$ cat src/rtl/pect_pkg.sv
// Shared constants, types for the polygon edge crossing test core.
package pect_pkg;

	localparam int MAX_VERTS  = 8;
	localparam int COORD_BITS = 16;
	localparam int IDX_W      = $clog2(MAX_VERTS);
	localparam int CNT_W      = $clog2(MAX_VERTS + 1);
	localparam int DIFF_W     = COORD_BITS + 1;
	localparam int PROD_W     = 2 * DIFF_W;
	localparam int Q_DEPTH    = 2;
	localparam int QPTR_W     = $clog2(Q_DEPTH);
	localparam int QCNT_W     = $clog2(Q_DEPTH + 1);

	typedef struct packed {
		logic signed [COORD_BITS-1:0] x;
		logic signed [COORD_BITS-1:0] y;
	} point_t;

	// vertex store write
	typedef struct packed {
		logic             en;
		logic             sel_b;
		logic [IDX_W-1:0] addr;
		point_t           pt;
	} vwr_t;

	// one test job
	typedef struct packed {
		logic [CNT_W-1:0] cnt_a;
		logic [CNT_W-1:0] cnt_b;
		logic             overlap;
		logic             overflow;
	} job_t;

endpackage

$ cat src/rtl/pect_queue.sv
// Small job FIFO between intake and the edge test engine.
module pect_queue (
	input  logic           clk,
	input  logic           arst_n,
	input  logic           push,
	input  pect_pkg::job_t push_word,
	input  logic           pop,
	output pect_pkg::job_t pop_word,
	output logic           not_empty
);
	import pect_pkg::*;

	job_t              mem_q [Q_DEPTH];
	logic [QPTR_W-1:0] wp_q, rp_q;
	logic [QCNT_W-1:0] cnt_q;
	logic              do_push, do_pop;

	assign not_empty = (cnt_q != '0);
	assign do_pop    = pop & not_empty;
	assign do_push   = push & (cnt_q != QCNT_W'(Q_DEPTH));
	assign pop_word  = mem_q[rp_q];

	always_ff @(posedge clk) begin
		if (do_push)
			mem_q[wp_q] <= push_word;
	end

	always_ff @(posedge clk or negedge arst_n) begin
		if (!arst_n) begin
			wp_q  <= '0;
			rp_q  <= '0;
			cnt_q <= '0;
		end else begin
			if (do_push)
				wp_q <= (wp_q == QPTR_W'(Q_DEPTH - 1)) ? '0 : wp_q + QPTR_W'(1);
			if (do_pop)
				rp_q <= (rp_q == QPTR_W'(Q_DEPTH - 1)) ? '0 : rp_q + QPTR_W'(1);
			if (do_push && !do_pop)
				cnt_q <= cnt_q + QCNT_W'(1);
			else if (do_pop && !do_push)
				cnt_q <= cnt_q - QCNT_W'(1);
		end
	end

endmodule

$ cat config.mk
export PLATFORM = sky130hd
export DESIGN_NAME = pect_queue
export DESIGN_NICKNAME = d
export VERILOG_FILES = /design/src/rtl/pect_pkg.sv /design/src/rtl/pect_queue.sv
export SDC_FILE = /design/constraint.sdc
export NUM_CORES = 1
export LEC_CHECK = 0
export BUFFER_PORTS_ARGS = -buffer_cell sky130_fd_sc_hd__clkbuf_2
export CORE_ASPECT_RATIO = 1.4
export CORE_MARGIN = 3
export CORE_UTILIZATION = 40
export CTS_BUF_LIST = sky130_fd_sc_hd__clkbuf_2
export DETAILED_ROUTE_END_ITERATION = 10
export GPL_ROUTABILITY_DRIVEN = 0
export HOLD_SLACK_MARGIN = 0.02
export SLEW_MARGIN = 20
export SYNTH_ARGS = -nofsm -noshare
export SYNTH_HDL_FRONTEND = slang
export SYNTH_SLANG_ARGS = --single-unit
export TNS_END_PERCENT = 10
$ cat constraint.sdc
create_clock -name clk -period 1.6 [get_ports clk]
set_input_delay 0 -clock clk [delete_from_list [all_inputs] [get_ports clk]]
set_output_delay 0 -clock clk [all_outputs]
set_load 0.03 [all_outputs]
==> out/results.txt, run 1 <==
# clock sinks = 24
Post-synth cell types = 12
Layout Nets = 111
Cells on worst reg2reg path = 6
Yosys Warn Count = 0
Core Area = 2200 µm²
Layout cells sized above 1 = 47.4%
Initial Util = 42.2%
Vias = 548
Worst hold path class = in -> reg
Overall power = 0.00210 W
Placed wire-length estimate = 991 µm
Total gr overflow = 0
Status = complete, no violations
Reg2reg end = cnt_q[1]$_DFFE_PN0P_
Total Routing Usage GR = 11.0%
Crit path depth = 2
Inserted Diodes = 0
Sequential element share of the synthesized area = 75.5%
Critical Path Source Type = flip-flop
Reg clk slew, reported paths = 200 ps
CP top delay family = flip-flops
Clock tree buffer depth = 2
First DRT Iteration DRCs = 11
Final WL = 1410 µm
Max_cap viols = 0
Critical path peak fanout = 11
Worst setup startpoint = rp_q$_DFFE_PN0P_
Arrival time worst endpoint = 1450 ps
Post-CTS setup buffer count = 0
Hold Vio Cnt, Final = 0
Buffers on Ports = 24
Reg2Reg Setup Slack = 150 ps
Vias in the first global route = 521
Die height = 63 µm
Layout area overhead = 35.6%
Yosys top cell area share = 64.7%
CP Cell Sequence = mux2_2, clkbuf_2
Cell taking the most area after synthesis = edfxtp_1
Delay of the slowest cell on the worst path = 570 ps
Slowest CP cell = dfrtp_2
Setup violators final = 0
Fill count = 189
CTS tree = yes
R2R Path Start = cnt_q[0]$_DFFE_PN0P_
Setup crit end kind = output pin
Slew @ Worst Pin = 271 ps
Cell Rows = 20
Crit path to = pop_word[6]
Final Util = 57.2%
Critical path type = reg -> out
Die area = 2940 µm²
Commonest non-fill, non-tap cells in the layout = clkbuf_2 (27), edfxtp_1 (20), dlygate4sd3_1 (14), mux2_2 (10)
Setup Skew = 5.92 ps
Slew headroom = 82.0%
RSZ-0062 raised after global routing = no
Drt first pass iters = 4
Post-Syn Area = 928 µm²
Root Buffer = clkbuf_2
Power per cell area = 1670 nW/µm²
Synth area leaders = edfxtp_1 (65%), mux2_2 (12%), dfrtp_1 (11%)
CTS Buf Count = 3
Syn_area_per_cell = 18.6 µm²
Syn nets = 65
DRC = 0
First-pass GRT wire length = 2280 µm
Hold slack final = 401 ps
Top-Level Pins = 25
Largest net degree at the start of global routing = 14
Routed wire per std cell = 12.0 µm
Buf/Inv on CP = 1
H-tree Lvls = 1
Slew Limit Fails = 0
Most common cell after layout, fill and taps aside = clkbuf_2
Yosys reg bits = 24
Die Span X = 46.7 µm
Syn Inst Count = 50
Leak = 0.519 nW
Initial antenna violation count = 0
Vias per cell = 4.68
Final ANT Viol Nets = 0
Required @ worst endpoint = 1600 ps
Fin crit share = 90.7%
Worst-skew pair later-pin latency = 310 ps
Final setup TNS = 0 ps
VDD IR-drop max = 0.000863 V
Min cycle time layout = 1450 ps
FMAX = 0.689 GHz
-- power by group --
part | leakage [nW] | switching (W) | internal, W | total [W]
Combinational | 0.274 | 0.000513 | 0.000388 | 0.000901
Sequential | 0.231 | 0.000114 | 0.000870 | 0.000984
Clock | 0.0140 | 0.000157 | 0.0000544 | 0.000212
Total | 0.519 | 0.000784 | 0.00131 | 0.00210
-- per-layer routing --
layer | GRT usage (%) | wire (µm)
met5 | 0 | 0
met3 | 1.73 | 47
met1 | 12.3 | 543
met4 | 5.19 | 10
met2 | 19.0 | 806
-- timing repair --
item                                    CTS  global route
hold buffers                             14             0
endpoints found under the setup margin   10             0
gates resized for setup                   1             0
endpoints found under the hold margin    26             0
-- cells in the mapped netlist --
library cell	count
buf_4	1
or2_4	1
nor2_1	3
xor2_1	1
o21ai_2	1
inv_1	3
ha_1	1
dfrtp_1	4
nand2_4	1
xnor2_1	4
mux2_2	10
edfxtp_1	20
-- sequential cells by signal, indices dropped and copies added (netlist names) --
signal / flops
wp_q: 1
mem_q: 20
rp_q: 1
cnt_q: 2
-- logic make-up (layout without fill, tap and decap cells) --
| kind of cell | after synthesis | after routing | synth area share [%] |
|---|---|---|---|
| mux | 10 | 10 | 12.1 |
| buf+inv | 4 | 49 | 2.02 |
| xor+xnor | 5 | 5 | 4.72 |
| fa+ha+maj | 1 | 1 | 1.35 |
| compound gates | 1 | 1 | 0.944 |
| simple gates | 5 | 5 | 3.37 |
| flops | 24 | 24 | 75.5 |
-- worst min-delay path by stage --
stage | depth (start not counted) | start | to | slack [ps]
3_3_place_gp | 1 | arst_n | cnt_q[0]$_DFFE_PN0P_ | -190
5_1_grt | 2 | push_word[7] | mem_q[1][7]$_DFFE_PP_ | 370
3_5_place_dp | 1 | arst_n | cnt_q[1]$_DFFE_PN0P_ | -190
4_1_cts | 2 | push_word[7] | mem_q[1][7]$_DFFE_PP_ | 390
6_report | 2 | push_word[7] | mem_q[1][7]$_DFFE_PP_ | 400
2_1_floorplan | 0 | arst_n | cnt_q[0]$_DFFE_PN0P_ | -300
-- per-stage QoR --
stage | instances | worst slack (ps) | area, µm²
floorplan | 50 | 221 | 928
global placement | 99 | 246 | 1100
detailed placement | 99 | 212 | 1100
CTS | 117 | 118 | 1260
global route | 117 | 30.6 | 1260
finish | 117 | 148 | 1260
-- area by class of cell --
| cell class | instances | area, µm² | area share, % |
|---|---|---|---|
| multi-input cells | 22 | 209 | 16.6 |
| clock buffers | 3 | 15.0 | 1.19 |
| well taps | 22 | 27.5 | 2.19 |
| repair buffers | 42 | 290 | 23.1 |
| inverters | 3 | 11.3 | 0.895 |
| flip-flops and latches | 24 | 702 | 55.8 |
| clock inverters | 1 | 3.75 | 0.298 |
No activity file was read; power rests on OpenSTA's default activity.
==> inputs of run 2 (changes only) <==
--- a/config.mk
+++ b/config.mk
@@ -8,3 +8,2 @@
 export BUFFER_PORTS_ARGS = -buffer_cell sky130_fd_sc_hd__clkbuf_2
-export CORE_ASPECT_RATIO = 1.4
 export CORE_MARGIN = 3
--- a/constraint.sdc
+++ b/constraint.sdc
@@ -3,2 +3,2 @@
 set_output_delay 0 -clock clk [all_outputs]
-set_load 0.03 [all_outputs]
+set_load 0.01 [all_outputs]
==> run 2 against run 1 <==
  * Utilization up 3.3 points
  * Clock skew up 5.6 ps
  * Final area unchanged
  * Highest routed layer is now met3
  * Sequential cell count unchanged
  * Non-clock buffer count down 1
==> out/results.txt, run 2 (synthesized netlist as in run 1, its figures left out) <==
Layout Nets = 110
RSZ-0062 raised after global routing = no
Buffers on Ports = 24
Top-Level Pins = 25
Reg clk slew, reported paths = 210 ps
Placed cells = 103
Final ANT Viol Nets = 0
Die area = 2930 µm²
Die Span X = 54.2 µm
Leak = 0.516 nW
Top Registers = mem_q: 20 flops, cnt_q: 2 flops
Hold slack final = 388 ps
Initial Util = 44.6%
Fin crit share = 89.7%
Biggest register = mem_q
First DRT Iteration DRCs = 3
Arrival time worst endpoint = 1690 ps
Die height = 54.2 µm
Largest net degree at the start of global routing = 14
Max_cap viols = 0
Area of the multi-input gates = 209 µm²
Slew Limit Fails = 0
Max reg flops = 20
Drt first pass iters = 3
Vias in the first global route = 579
Fin area = 1260 µm²
H-tree Lvls = 1
# clock sinks = 24
Clock tree buffer depth = 2
CP Cell Sequence = o21ai_2, inv_1, ha_1, xor2_1, nor2_1, xnor2_1
Setup violators final = 0
Critical Path Source Type = flip-flop
Post-route insts no fill = 121
Setup crit end kind = flip-flop
Worst-skew pair later-pin latency = 320 ps
Commonest non-fill, non-tap cells in the layout = clkbuf_2 (28), edfxtp_1 (20), dlygate4sd3_1 (14), mux2_2 (10), xnor2_1 (4)
Required @ worst endpoint = 1860 ps
Status = complete, no violations
FMAX = 0.697 GHz
Fill count = 176
Core Area = 2080 µm²
Delay of the slowest cell on the worst path = 480 ps
Routed wire per std cell = 11.9 µm
Worst hold path class = in -> reg
Final WS setup = 165 ps
Layout area overhead = 35.6%
Placed wire-length estimate = 979 µm
Critical path type = reg -> reg
CTS Buf Count = 3
Storage cell area = 702 µm²
Critical path peak fanout = 4
VDD IR-drop max = 0.000833 V
Slew @ Worst Pin = 310 ps
First-pass GRT wire length = 2420 µm
CTS tree = yes
Slew headroom = 79.3%
Inserted Diodes = 0
Total gr overflow = 0
Final setup TNS = 0 ps
Min cycle time layout = 1430 ps
Vias per cell = 4.48
Hold Vio Cnt, Final = 0
Final WL = 1440 µm
Layout cells sized above 1 = 47.9%
Setup Skew = 11.5 ps
Cell Rows = 16
Area of placed instances = 1100 µm²
Power per cell area = 1520 nW/µm²
Initial antenna violation count = 0
Pre-CTS setup slack = 187 ps
Slowest CP cell = dfrtp_1
Most common cell after layout, fill and taps aside = clkbuf_2
DRC = 0
Total Routing Usage GR = 12.0%
Post-CTS setup buffer count = 0
Root Buffer = clkbuf_2
Vias = 542
==> run 2: cell count changes in the layout (fill, tap and decap cells not counted), sizes merged <==
cell    before  now
clkbuf      27   28
clkinv       1    0
buf          4    3
==> run 2: layout make-up <==
class / instances / share of cell area [%]
clock buffers: 4 / 1.59
repair buffers: 41 / 22.5
flip-flops and latches: 24 / 55.8
well taps: 27 / 2.68
multi-input cells: 22 / 16.6
inverters: 3 / 0.895
==> run 2: per-layer routing <==
layer / vias up / routed length [µm] / part of all wire [%] / track usage [%]
met5: - / 0 / 0 / 0
met4: 0 / 0 / 0 / 6.22
met3: 0 / 62 / 4.3 / 2.49
met2: 14 / 747 / 52 / 22.1
met1: 260 / 626 / 44 / 12.5
li1: 268 / - / - / -
==> run 2: path summary, 6_finish.rpt <==
kind                                      start               endpoint  slack [ps]  cells after the start
max                        cnt_q[0]$_DFFE_PN0P_   cnt_q[1]$_DFFE_PN0P_         170                      6
min                                push_word[4]  mem_q[1][4]$_DFFE_PP_         390                      2
max reg2reg                cnt_q[0]$_DFFE_PN0P_   cnt_q[1]$_DFFE_PN0P_         170                      6
min reg2reg                    wp_q$_DFFE_PN0P_       wp_q$_DFFE_PN0P_         530                      1
max in group asynchronous                arst_n       rp_q$_DFFE_PN0P_         860                      3
min in group asynchronous                arst_n       wp_q$_DFFE_PN0P_         540                      3
==> run 2: stage by stage <==
stage	total power, W	util [%]
after floorplan	0.00144	-
after global placement	0.00166	52.7
after detailed placement	0.00168	52.7
after CTS	0.00194	60.4
after global routing	0.00206	60.5
final	0.00191	60.5
==> run 2: repair_timing <==
action | in CTS | in global routing
hold buffers | 14 | 0
gates resized for setup | 0 | 1
setup endpoints to repair | 0 | 10
hold endpoints to repair | 26 | 0
==> run 2: report_power, final <==
| part | leakage (nW) | switching [W] | total (W) | internal (W) |
|---|---|---|---|---|
| registers | 0.231 | 0.000114 | 0.000983 | 0.000870 |
| logic | 0.269 | 0.000315 | 0.000693 | 0.000378 |
| clock network | 0.0166 | 0.000166 | 0.000232 | 0.0000662 |
==> run 2: critical path: cells and delay by family (launching register included) <==
family,cells,cell delay (ps)
AND/OR/NAND/NOR,1,120
flip-flops,1,480
AO/OA/AOI/OAI,1,250
XOR/XNOR,2,260
adder cells (fa/ha/maj),1,210
buffers and inverters,1,70
