$ cat src/rtl/pect_pkg.sv
// Shared constants, types for the polygon edge crossing test core.
package pect_pkg;

	localparam int MAX_VERTS  = 8;
	localparam int COORD_BITS = 16;
	localparam int IDX_W      = $clog2(MAX_VERTS);
	localparam int CNT_W      = $clog2(MAX_VERTS + 1);
	localparam int DIFF_W     = COORD_BITS + 1;
	localparam int PROD_W     = 2 * DIFF_W;
	localparam int Q_DEPTH    = 2;
	localparam int QPTR_W     = $clog2(Q_DEPTH);
	localparam int QCNT_W     = $clog2(Q_DEPTH + 1);

	typedef struct packed {
		logic signed [COORD_BITS-1:0] x;
		logic signed [COORD_BITS-1:0] y;
	} point_t;

	// vertex store write
	typedef struct packed {
		logic             en;
		logic             sel_b;
		logic [IDX_W-1:0] addr;
		point_t           pt;
	} vwr_t;

	// one test job
	typedef struct packed {
		logic [CNT_W-1:0] cnt_a;
		logic [CNT_W-1:0] cnt_b;
		logic             overlap;
		logic             overflow;
	} job_t;

endpackage

$ cat src/rtl/pect_front.sv
// Vertex intake: counts, bounding boxes, overflow, job build on last B vertex.
module pect_front (
	input  logic                                 clk,
	input  logic                                 arst_n,
	input  logic                                 accept,
	input  logic                                 poly_select,
	input  logic signed [pect_pkg::COORD_BITS-1:0] vert_x,
	input  logic signed [pect_pkg::COORD_BITS-1:0] vert_y,
	input  logic                                 last_vertex,
	output pect_pkg::vwr_t                       vwr,
	output logic                                 fire,
	output logic                                 push,
	output pect_pkg::job_t                       job
);
	import pect_pkg::*;

	logic [CNT_W-1:0] count_a_q, count_b_q;
	logic             a_closed_q, ovf_q, fire_q;
	logic signed [COORD_BITS-1:0] axmin_q, axmax_q, aymin_q, aymax_q;
	logic signed [COORD_BITS-1:0] bxmin_q, bxmax_q, bymin_q, bymax_q;
	logic [CNT_W-1:0] cnt;
	logic             room;
	logic             a_ok, b_ok;

	assign cnt  = poly_select ? count_b_q : (a_closed_q ? '0 : count_a_q);
	assign room = (cnt < CNT_W'(MAX_VERTS));

	always_comb begin
		vwr.en    = accept & room;
		vwr.sel_b = poly_select;
		vwr.addr  = cnt[IDX_W-1:0];
		vwr.pt.x  = vert_x;
		vwr.pt.y  = vert_y;
	end

	assign a_ok = (count_a_q != '0) && (axmin_q != axmax_q) && (aymin_q != aymax_q);
	assign b_ok = (count_b_q != '0) && (bxmin_q != bxmax_q) && (bymin_q != bymax_q);

	always_comb begin
		job.cnt_a    = count_a_q;
		job.cnt_b    = count_b_q;
		job.overlap  = a_ok && b_ok && (axmin_q < bxmax_q) && (bxmin_q < axmax_q) &&
			(aymin_q < bymax_q) && (bymin_q < aymax_q);
		job.overflow = ovf_q;
	end

	assign push = fire_q;
	assign fire = fire_q;

	always_ff @(posedge clk or negedge arst_n) begin
		if (!arst_n) begin
			count_a_q  <= '0;
			count_b_q  <= '0;
			a_closed_q <= 1'b0;
			ovf_q      <= 1'b0;
			fire_q     <= 1'b0;
			axmin_q <= '0; axmax_q <= '0; aymin_q <= '0; aymax_q <= '0;
			bxmin_q <= '0; bxmax_q <= '0; bymin_q <= '0; bymax_q <= '0;
		end else if (fire_q) begin
			fire_q     <= 1'b0;
			count_a_q  <= '0;
			count_b_q  <= '0;
			a_closed_q <= 1'b0;
			ovf_q      <= 1'b0;
		end else if (accept) begin
			if (!room)
				ovf_q <= 1'b1;
			if (!poly_select) begin
				a_closed_q <= last_vertex;
				count_a_q  <= room ? cnt + CNT_W'(1) : cnt;
				if (room) begin
					if (cnt == '0) begin
						axmin_q <= vert_x; axmax_q <= vert_x;
						aymin_q <= vert_y; aymax_q <= vert_y;
					end else begin
						if (vert_x < axmin_q) axmin_q <= vert_x;
						if (vert_x > axmax_q) axmax_q <= vert_x;
						if (vert_y < aymin_q) aymin_q <= vert_y;
						if (vert_y > aymax_q) aymax_q <= vert_y;
					end
				end
			end else begin
				fire_q <= last_vertex;
				if (room) begin
					count_b_q <= cnt + CNT_W'(1);
					if (cnt == '0) begin
						bxmin_q <= vert_x; bxmax_q <= vert_x;
						bymin_q <= vert_y; bymax_q <= vert_y;
					end else begin
						if (vert_x < bxmin_q) bxmin_q <= vert_x;
						if (vert_x > bxmax_q) bxmax_q <= vert_x;
						if (vert_y < bymin_q) bymin_q <= vert_y;
						if (vert_y > bymax_q) bymax_q <= vert_y;
					end
				end
			end
		end
	end

endmodule

$ cat config.mk
export PLATFORM = sky130hd
export DESIGN_NAME = pect_front
export DESIGN_NICKNAME = d
export VERILOG_FILES = /design/src/rtl/pect_pkg.sv /design/src/rtl/pect_front.sv
export SDC_FILE = /design/constraint.sdc
export NUM_CORES = 1
export LEC_CHECK = 0
export BUFFER_PORTS_ARGS = -buffer_cell sky130_fd_sc_hd__buf_2
export CELL_PAD_IN_SITES_DETAIL_PLACEMENT = 1
export CELL_PAD_IN_SITES_GLOBAL_PLACEMENT = 2
export CORE_UTILIZATION = 43
export DETAILED_ROUTE_END_ITERATION = 10
export PLACE_DENSITY = 0.9
export SLEW_MARGIN = 20
export SYNTH_ARGS = -nofsm -noshare
export SYNTH_HDL_FRONTEND = slang
export SYNTH_SLANG_ARGS = --single-unit
$ cat constraint.sdc
create_clock -name clk -period 6.85 [get_ports clk]
set_input_delay 1.37 -clock clk [delete_from_list [all_inputs] [get_ports clk]]
set_output_delay 1.37 -clock clk [all_outputs]
set_load 0.03 [all_outputs]
==> summary.txt, run 1 <==
Die
  • DIE HEIGHT: 179 um
  • # IOs: 86
  • Std-Cell Rows: 64
  • Core box area: 0.0307 mm^2
  • Die Area: 0.0322 mm^2
  • Die W: 179 um
  • Starting density of the core: 44.0%

Place
  • PortBufs: 85
  • DP HPWL: 31.1 mm
  • Dpl cells: 1,899
  • GPL Wtd Cong: 0.885

Status
  • Failing checks: DRC
  • Outcome: complete, but fails checks

Setup path
  • Nature of the critical path endpoint: primary output
  • Worst-path maximum fanout: 4
  • CP Data Arrival Time: 2.99 ns
  • Startpoint class of the critical path: flop
  • CP delay by family, top: compound AO/OA/AOI/OAI gates
  • Required time of the critical path: 5.48 ns
  • Crit path largest cell delay: 0.42 ns
  • Crit Path Class: reg -> out
  • Max stage delay cell, worst path: dfrtp_1
  • Buf/Inv on CP: 2
  • Crit path cell chain: inv_1, ha_1, a2111oi_0, nor3_1, a221o_1, o22ai_1, and4b_1, buf_2

Clocking
  • Reg clk slew, reported paths: 0.07 ns
  • CTS max path bufs: 2
  • # clock sinks: 139
  • H-tree lvl count: 4
  • CTS tree: yes
  • Hold bufs inserted after CTS: 0
  • Postcts setup bufs: 0
  • PostCTS Resize Cnt: 0
  • Num CTS Buffers: 17
  • Worst-Skew Late Latency: 0.46 ns
  • Root buf cell: clkbuf_16

Timing
  • Fin crit share: 63.6%
  • Fmax: 0.229 GHz
  • Setup_tns: 0 ns
  • Hold_ws: 0.510 ns
  • Fin. max-slew vios: 0
  • Endpoints failing setup: 0
  • Final hold viol count: 0
  • RSZ-0062 raised after global routing: false
  • Clock Skew: 0.00984 ns
  • Tmin final: 4.36 ns
  • Slew margin rel.: 40.7%
  • Slew of the pin with the lowest slew margin: 0.886 ns

Yosys
  • Mapped Nets: 1,738
  • Cell taking the most area after synthesis: dfrtp_1
  • Top cells by count, synth: ha_1 (187), dfrtp_1 (139), inv_1 (135), nand2_1 (129), nand3_1 (78)
  • Cell area after synthesis: 0.0135 mm^2
  • Warnings, synthesis: 0
  • Netlist cell types: 64
  • Yosys reg bits: 139
  • Synth top area share: 25.7%
  • Post-synthesis instance total: 1,514
  • Post-synth top flop: dfrtp_1
  • Most frequent cell after synthesis: ha_1
  • Ys async rst share: 100%
  • Avg Cell Area, Syn: 8.95 um^2
  • Seq/Total Area, Yosys: 25.7%
  • Number of flops mapped to enable cells by yosys: 0
  • Most area-consuming cells after synthesis: dfrtp_1 (26%), ha_1 (17%), mux2_4 (4.7%)

Power
  • Leak: 6.88 nW
  • Maximum VDD drop: 0.259 mV
  • Pwr Density: 469 mW/mm^2

GRT
  • First-pass GRT wire length: 69.0 mm
  • Vias in the first global route: 12.3k
  • Initial antenna violation count: 0
  • Total GRT Usage: 27.3%
  • Grt ovf: 0
  • Largest net degree at the start of global routing: 82

Drt
  • First-pass detailed-route iteration total: 10
  • DRT iter0 DRCs: 646
  • Routed WL: 42.9 mm
  • Vias post-DR: 11.7k
  • DR WL/cell: 22.2 um
  • Vias per cell: 6.04
  • Routed Antenna Nets: 0
  • DRC Markers: 12

Layout
  • Antenna cells: 0
  • Nets@finish: 1,746
  • Area Overhead vs Synth: 7.39%
  • Finished Layout Cells: 1,931
  • Share of layout cells above drive strength 1: 14.0%

Hold path
  • Worst hold path type: reg -> reg

Job
  • Max cap viols: 0
==> worst min-delay path, delay by kind of cell, from the launching register on <==
family           cells  cell delay [ns]
AND/OR/NAND/NOR      1             0.08
AO/OA/AOI/OAI        1             0.05
flip-flops           1             0.34
==> final timing paths <==
path | from | endpoint | slack (ns) | cells past startpoint
max | aymax_q[1] | job[1] | 2.49 | 8
min | ovf_q | ovf_q | 0.51 | 2
max reg2reg | count_a_q[1] | axmax_q[11] | 3.71 | 10
min reg2reg | ovf_q | ovf_q | 0.51 | 2
max in group asynchronous | arst_n | bymax_q[2] | 4.53 | 2
min in group asynchronous | arst_n | axmax_q[9] | 0.96 | 1
==> cell type report <==
class | instances | area (um^2)
Timing Repair Buffer | 97 | 522
Fill cell | 3606 | 16200
Tap cell | 396 | 495
Clock inverter | 12 | 164
Clock buffer | 20 | 457
Multi-Input combinational cell | 1132 | 8920
Inverter | 135 | 507
Sequential cell | 139 | 3480
==> cell families (layout without fill, tap and decap cells) <==
| group | Yosys count | count (layout) | share of synthesized area [%] |
|---|---|---|---|
| DFF | 139 | 139 | 25.7 |
| adders and majority gates | 187 | 187 | 17.3 |
| muxes | 133 | 133 | 12.0 |
| and+or+nand+nor | 468 | 468 | 18.3 |
| buffers and inverters | 243 | 264 | 8.67 |
| xor gates and xnor gates | 67 | 67 | 4.33 |
| AOI/OAI and AO/OA | 277 | 277 | 13.7 |
==> flip-flops by register name (all words and copies together) (netlist names) <==
| signal | cells |
|---|---|
| axmax_q | 16 |
| axmin_q | 16 |
| aymax_q | 16 |
| aymin_q | 16 |
| bxmax_q | 16 |
| bxmin_q | 16 |
| bymax_q | 16 |
| bymin_q | 16 |
| count_a_q | 4 |
| count_b_q | 4 |
| a_closed_q | 1 |
| fire | 1 |
| ovf_q | 1 |
==> metrics by stage <==
stage | util (%) | area [um^2] | total power, mW | setup WS [ns]
after floorplan | - | 13500 | 4.66 | 3.13
after global placement | 45.3 | 13900 | 5.51 | 2.71
after detailed placement | 45.3 | 13900 | 5.76 | 2.56
after CTS | 47.3 | 14500 | 6.84 | 2.55
after global routing | 47.3 | 14500 | 7.40 | 2.37
final | 47.3 | 14500 | 6.82 | 2.49
==> metal layers <==
metal | up-vias | global-route usage [%] | part of all wire, %
li1 | 5490 | - | -
met1 | 5844 | 32.1 | 42
met2 | 239 | 49.5 | 51
met3 | 93 | 4.34 | 3.4
met4 | 0 | 10.3 | 3.3
met5 | - | 0 | 0
==> placed cells by master, fill, tap and decap left out, types with 19 or more instances in the layout <==
| cell type | count |
|---|---|
| a21oi_1 | 72 |
| a22oi_1 | 33 |
| and3_1 | 35 |
| buf_2 | 84 |
| dfrtp_1 | 139 |
| ha_1 | 187 |
| inv_1 | 135 |
| mux2_1 | 24 |
| mux2_2 | 28 |
| mux2_4 | 42 |
| mux2i_1 | 37 |
| nand2_1 | 129 |
| nand3_1 | 78 |
| nand3b_1 | 31 |
| nand4_1 | 40 |
| nor2_1 | 41 |
| nor3_1 | 45 |
| o211ai_1 | 56 |
| o21ai_0 | 26 |
| or4_1 | 19 |
| xnor2_1 | 66 |
==> report_power, final <==
group	switching (mW)	internal (mW)
Sequential	0.630	1.21
Clock	0.422	0.597
Combinational	2.22	1.74
(Power assumes the default switching activity.)
==> run 2, diff against run 1 <==
ABC_AREA = 1   (was not set)
CORE_UTILIZATION = 33   (was 43)
PLACE_DENSITY = 0.81   (was 0.9)
clock period = 3.83 ns   (was 6.85 ns; I/O delays follow)
==> run 2 against run 1 <==
Compared with the run above: the flow now finishes without violations; critical path depth rose by 3; register-to-register slack got worse by 2.4 ns; count of clock-buffer cells in the layout rose by 1; total power rose by 60%; non-clock buffer count fell by 3; combinational power rose by 54%; clock skew barely moved; cell count rose by 10%; wire length fell by 14%; sequential power rose by 61%; die area rose by 13%; critical path type unchanged; largest cell class unchanged.
==> summary.txt, run 2 <==
Status
  • Outcome: finished clean (was complete, but fails checks)

Clocking
  • Worst-Skew Late Latency: 0.45 ns (was 0.46 ns)
  • Hold bufs inserted after CTS: 0 (unchanged)
  • # clock sinks: 139 (unchanged)
  • Postcts setup bufs: 0 (unchanged)
  • CTS tree: yes (unchanged)
  • CTS max path bufs: 2 (unchanged)
  • PostCTS Resize Cnt: 0 (unchanged)
  • Num CTS Buffers: 17 (unchanged)
  • Reg clk slew, reported paths: 0.06 ns (was 0.07 ns)
  • Root buf cell: clkbuf_16 (unchanged)
  • H-tree lvl count: 4 (unchanged)

Yosys
  • Avg Cell Area, Syn: 7.33 um^2 (was 8.95 um^2)
  • Ys async rst share: 100% (unchanged)
  • Cell area after synthesis: 0.0118 mm^2 (was 0.0135 mm^2)
  • Top cells by count, synth: nand2_1 (512), inv_1 (199), ha_1 (187), nand3_1 (159), dfrtp_1 (139) (was ha_1 (187), dfrtp_1 (139), inv_1 (135), nand2_1 (129), nand3_1 (78))
  • Most frequent cell after synthesis: nand2_1 (was ha_1)
  • Yosys reg bits: 139 (unchanged)
  • Cell taking the most area after synthesis: dfrtp_1 (unchanged)
  • Netlist cell types: 33 (was 64)
  • Post-synth top flop: dfrtp_1 (unchanged)
  • Synth top area share: 29.5% (was 25.7%)
  • Most area-consuming cells after synthesis: dfrtp_1 (29%), ha_1 (20%), nand2_1 (16%) (was dfrtp_1 (26%), ha_1 (17%), mux2_4 (4.7%))
  • Seq/Total Area, Yosys: 29.5% (was 25.7%)
  • Mapped Nets: 1,834 (was 1,738)
  • Warnings, synthesis: 0 (unchanged)
  • Post-synthesis instance total: 1,610 (was 1,514)
  • Number of flops mapped to enable cells by yosys: 0 (unchanged)

Place
  • GPL Wtd Cong: 0.813 (was 0.885)
  • DP HPWL: 28.1 mm (was 31.1 mm)
  • PortBufs: 85 (unchanged)
  • Placed Area: 0.0124 mm^2 (was 0.0139 mm^2)

GRT
  • M1 GR Usage: 26.7% (was 32.1%)
  • Met3 GRT Util: 3.16% (was 4.34%)
  • First-pass GRT wire length: 59.8 mm (was 69.0 mm)
  • Vias in the first global route: 11.1k (was 12.3k)
  • Global route hottest layer: met2 (unchanged)
  • Largest net degree at the start of global routing: 66 (was 82)
  • Met2 Resource Use GR: 37.8% (was 49.5%)
  • Grt ovf: 0 (unchanged)
  • Total GRT Usage: 21.2% (was 27.3%)
  • Initial antenna violation count: 0 (unchanged)

Drt
  • DRT iter0 DRCs: 305 (was 646)
  • Vias per cell: 5.00 (was 6.04)
  • DRC Markers: 0 (was 12)
  • Routed WL: 36.8 mm (was 42.9 mm)
  • DR WL/cell: 17.3 um (was 22.2 um)
  • First-pass detailed-route iteration total: 5 (was 10)
  • Routed Antenna Nets: 0 (unchanged)
  • Vias post-DR: 10.6k (was 11.7k)

Setup path
  • Startpoint class of the critical path: flop (unchanged)
  • Crit Path Class: reg -> out (unchanged)
  • Reg2Reg Depth: 13 (was 10)
  • Launching point of the worst reg2reg path: aymax_q[11] (was count_a_q[1])
  • Worst-path maximum fanout: 5 (was 4)
  • Crit. Startpoint: bxmax_q[15] (was aymax_q[1])
  • Nature of the critical path endpoint: primary output (unchanged)
  • Required time of the critical path: 3.06 ns (was 5.48 ns)
  • CP Data Arrival Time: 2.59 ns (was 2.99 ns)

Power
  • Leak: 7.21 nW (was 6.88 nW)
  • Maximum VDD drop: 0.365 mV (was 0.259 mV)
  • Tot Pwr: 10.9 mW (was 6.82 mW)
  • Pwr Density: 838 mW/mm^2 (was 469 mW/mm^2)

Timing
  • Clock Skew: 0.00996 ns (was 0.00984 ns)
  • Fin. max-slew vios: 0 (unchanged)
  • Final hold viol count: 0 (unchanged)
  • Tmin final: 3.35 ns
  • Fmax: 0.298 GHz
  • Endpoints failing setup: 0 (unchanged)
  • Fin crit share: 87.5%
  • Slew margin rel.: 51.4% (was 40.7%)
  • RSZ-0062 raised after global routing: false (unchanged)
  • Setup_tns: 0 ns (unchanged)
  • Slew of the pin with the lowest slew margin: 0.728 ns (was 0.886 ns)

Die
  • DIE HEIGHT: 191 um (was 179 um)
  • # IOs: 86 (unchanged)
  • Die W: 191 um (was 179 um)
  • Core box area: 0.0349 mm^2 (was 0.0307 mm^2)
  • Std-Cell Rows: 68 (was 64)
  • Die Area: 0.0365 mm^2 (was 0.0322 mm^2)
  • Starting density of the core: 33.8% (was 44.0%)

Layout
  • Commonest non-fill, non-tap cells in the layout: nand2_1 (512), inv_1 (199), ha_1 (187) (was ha_1 (187), dfrtp_1 (139), inv_1 (135))
  • Commonest non-fill, non-tap cell in the layout: nand2_1 (was ha_1)
  • Antenna cells: 0 (unchanged)
  • FILL cells: 4,421 (was 3,606)
  • Area Overhead vs Synth: 10.6% (was 7.39%)
  • Fin area: 0.0130 mm^2 (was 0.0145 mm^2)
  • Nets@finish: 1,882 (was 1,746)
  • Share of layout cells above drive strength 1: 11.3% (was 14.0%)

Hold path
  • Worst hold path type: in -> async (was reg -> reg)

Job
  • Max cap viols: 0 (unchanged)
run 2: cell types whose count changed after synthesis, moves of 30 or more:
cell,change
nand2_2,+44
nor2_1,+44
mux2i_1,-37
nand3b_1,-30
o211ai_1,-56
mux2_4,-42
xnor2_1,-65
nor3_1,-30
and3_1,-35
nand3_1,+81
clkbuf_1,-32
nand2_1,+383
inv_1,+64
a22oi_1,-33
run 2: cell type report:
cell class	instances	area (um^2)	share of cell area (%)
Timing Repair Buffer	94	524	4.02
Multi-Input combinational cell	1202	7090	54.3
Clock buffer	21	450	3.45
Inverter	204	766	5.87
Sequential cell	139	3480	26.7
Clock inverter	9	170	1.30
Tap cell	455	569	4.36
run 2: critical path: stages, from the launching register on:
cell     delay, ns
dfrtp_1       0.38
inv_1         0.11
ha_1          0.37
nand4_1       0.18
a21oi_1       0.24
nor2_1        0.09
nand3_1       0.09
nand2_1       0.14
nor2_1        0.13
nand2_1       0.06
nor2_1        0.13
buf_2         0.23
run 2: kinds of logic (layout without fill, tap and decap cells):
logic type | count (synthesis) | in the layout | synth area share (%)
and+or+nand+nor | 863 | 863 | 32.3
buffers and inverters | 269 | 328 | 10.4
adders and majority gates | 187 | 187 | 19.8
AOI/OAI and AO/OA | 123 | 123 | 5.82
DFF | 139 | 139 | 29.5
xor gates and xnor gates | 29 | 29 | 2.15
run 2: layer usage:
layer,wire [um],part of all wire (%),up-vias
met1,16700,45,5215
met3,939,2.6,25
li1,-,-,5262
met5,0,0,-
met4,439,1.2,0
met2,18700,51,128
run 2: per-stage QoR:
stage | util, % | hold WS (ns) | std cells | setup WS (ns)
after detailed placement | 35.6 | 0.487 | 2094 | 0.767
after global placement | 35.6 | 0.480 | 2094 | 0.846
final | 37.4 | 0.351 | 2124 | 0.478
after global routing | 37.4 | 0.391 | 2124 | 0.123
after floorplan | - | 0.464 | 1610 | 1.10
after CTS | 37.4 | 0.358 | 2124 | 0.365
run 2: report_power, final:
part / internal (mW) / leakage (nW) / switching, mW
Clock: 1.16 / 0.307 / 0.692
Combinational: 2.20 / 5.16 / 3.91
Sequential: 2.13 / 1.74 / 0.834
run 2: final timing paths:
kind / to / slack (ns)
max: job[1] / 0.48
min: aymin_q[10] / 0.35
max reg2reg: aymax_q[1] / 1.28
min reg2reg: bymax_q[1] / 0.50
max in group asynchronous: bxmax_q[10] / 2.63
min in group clk: bymax_q[1] / 0.50
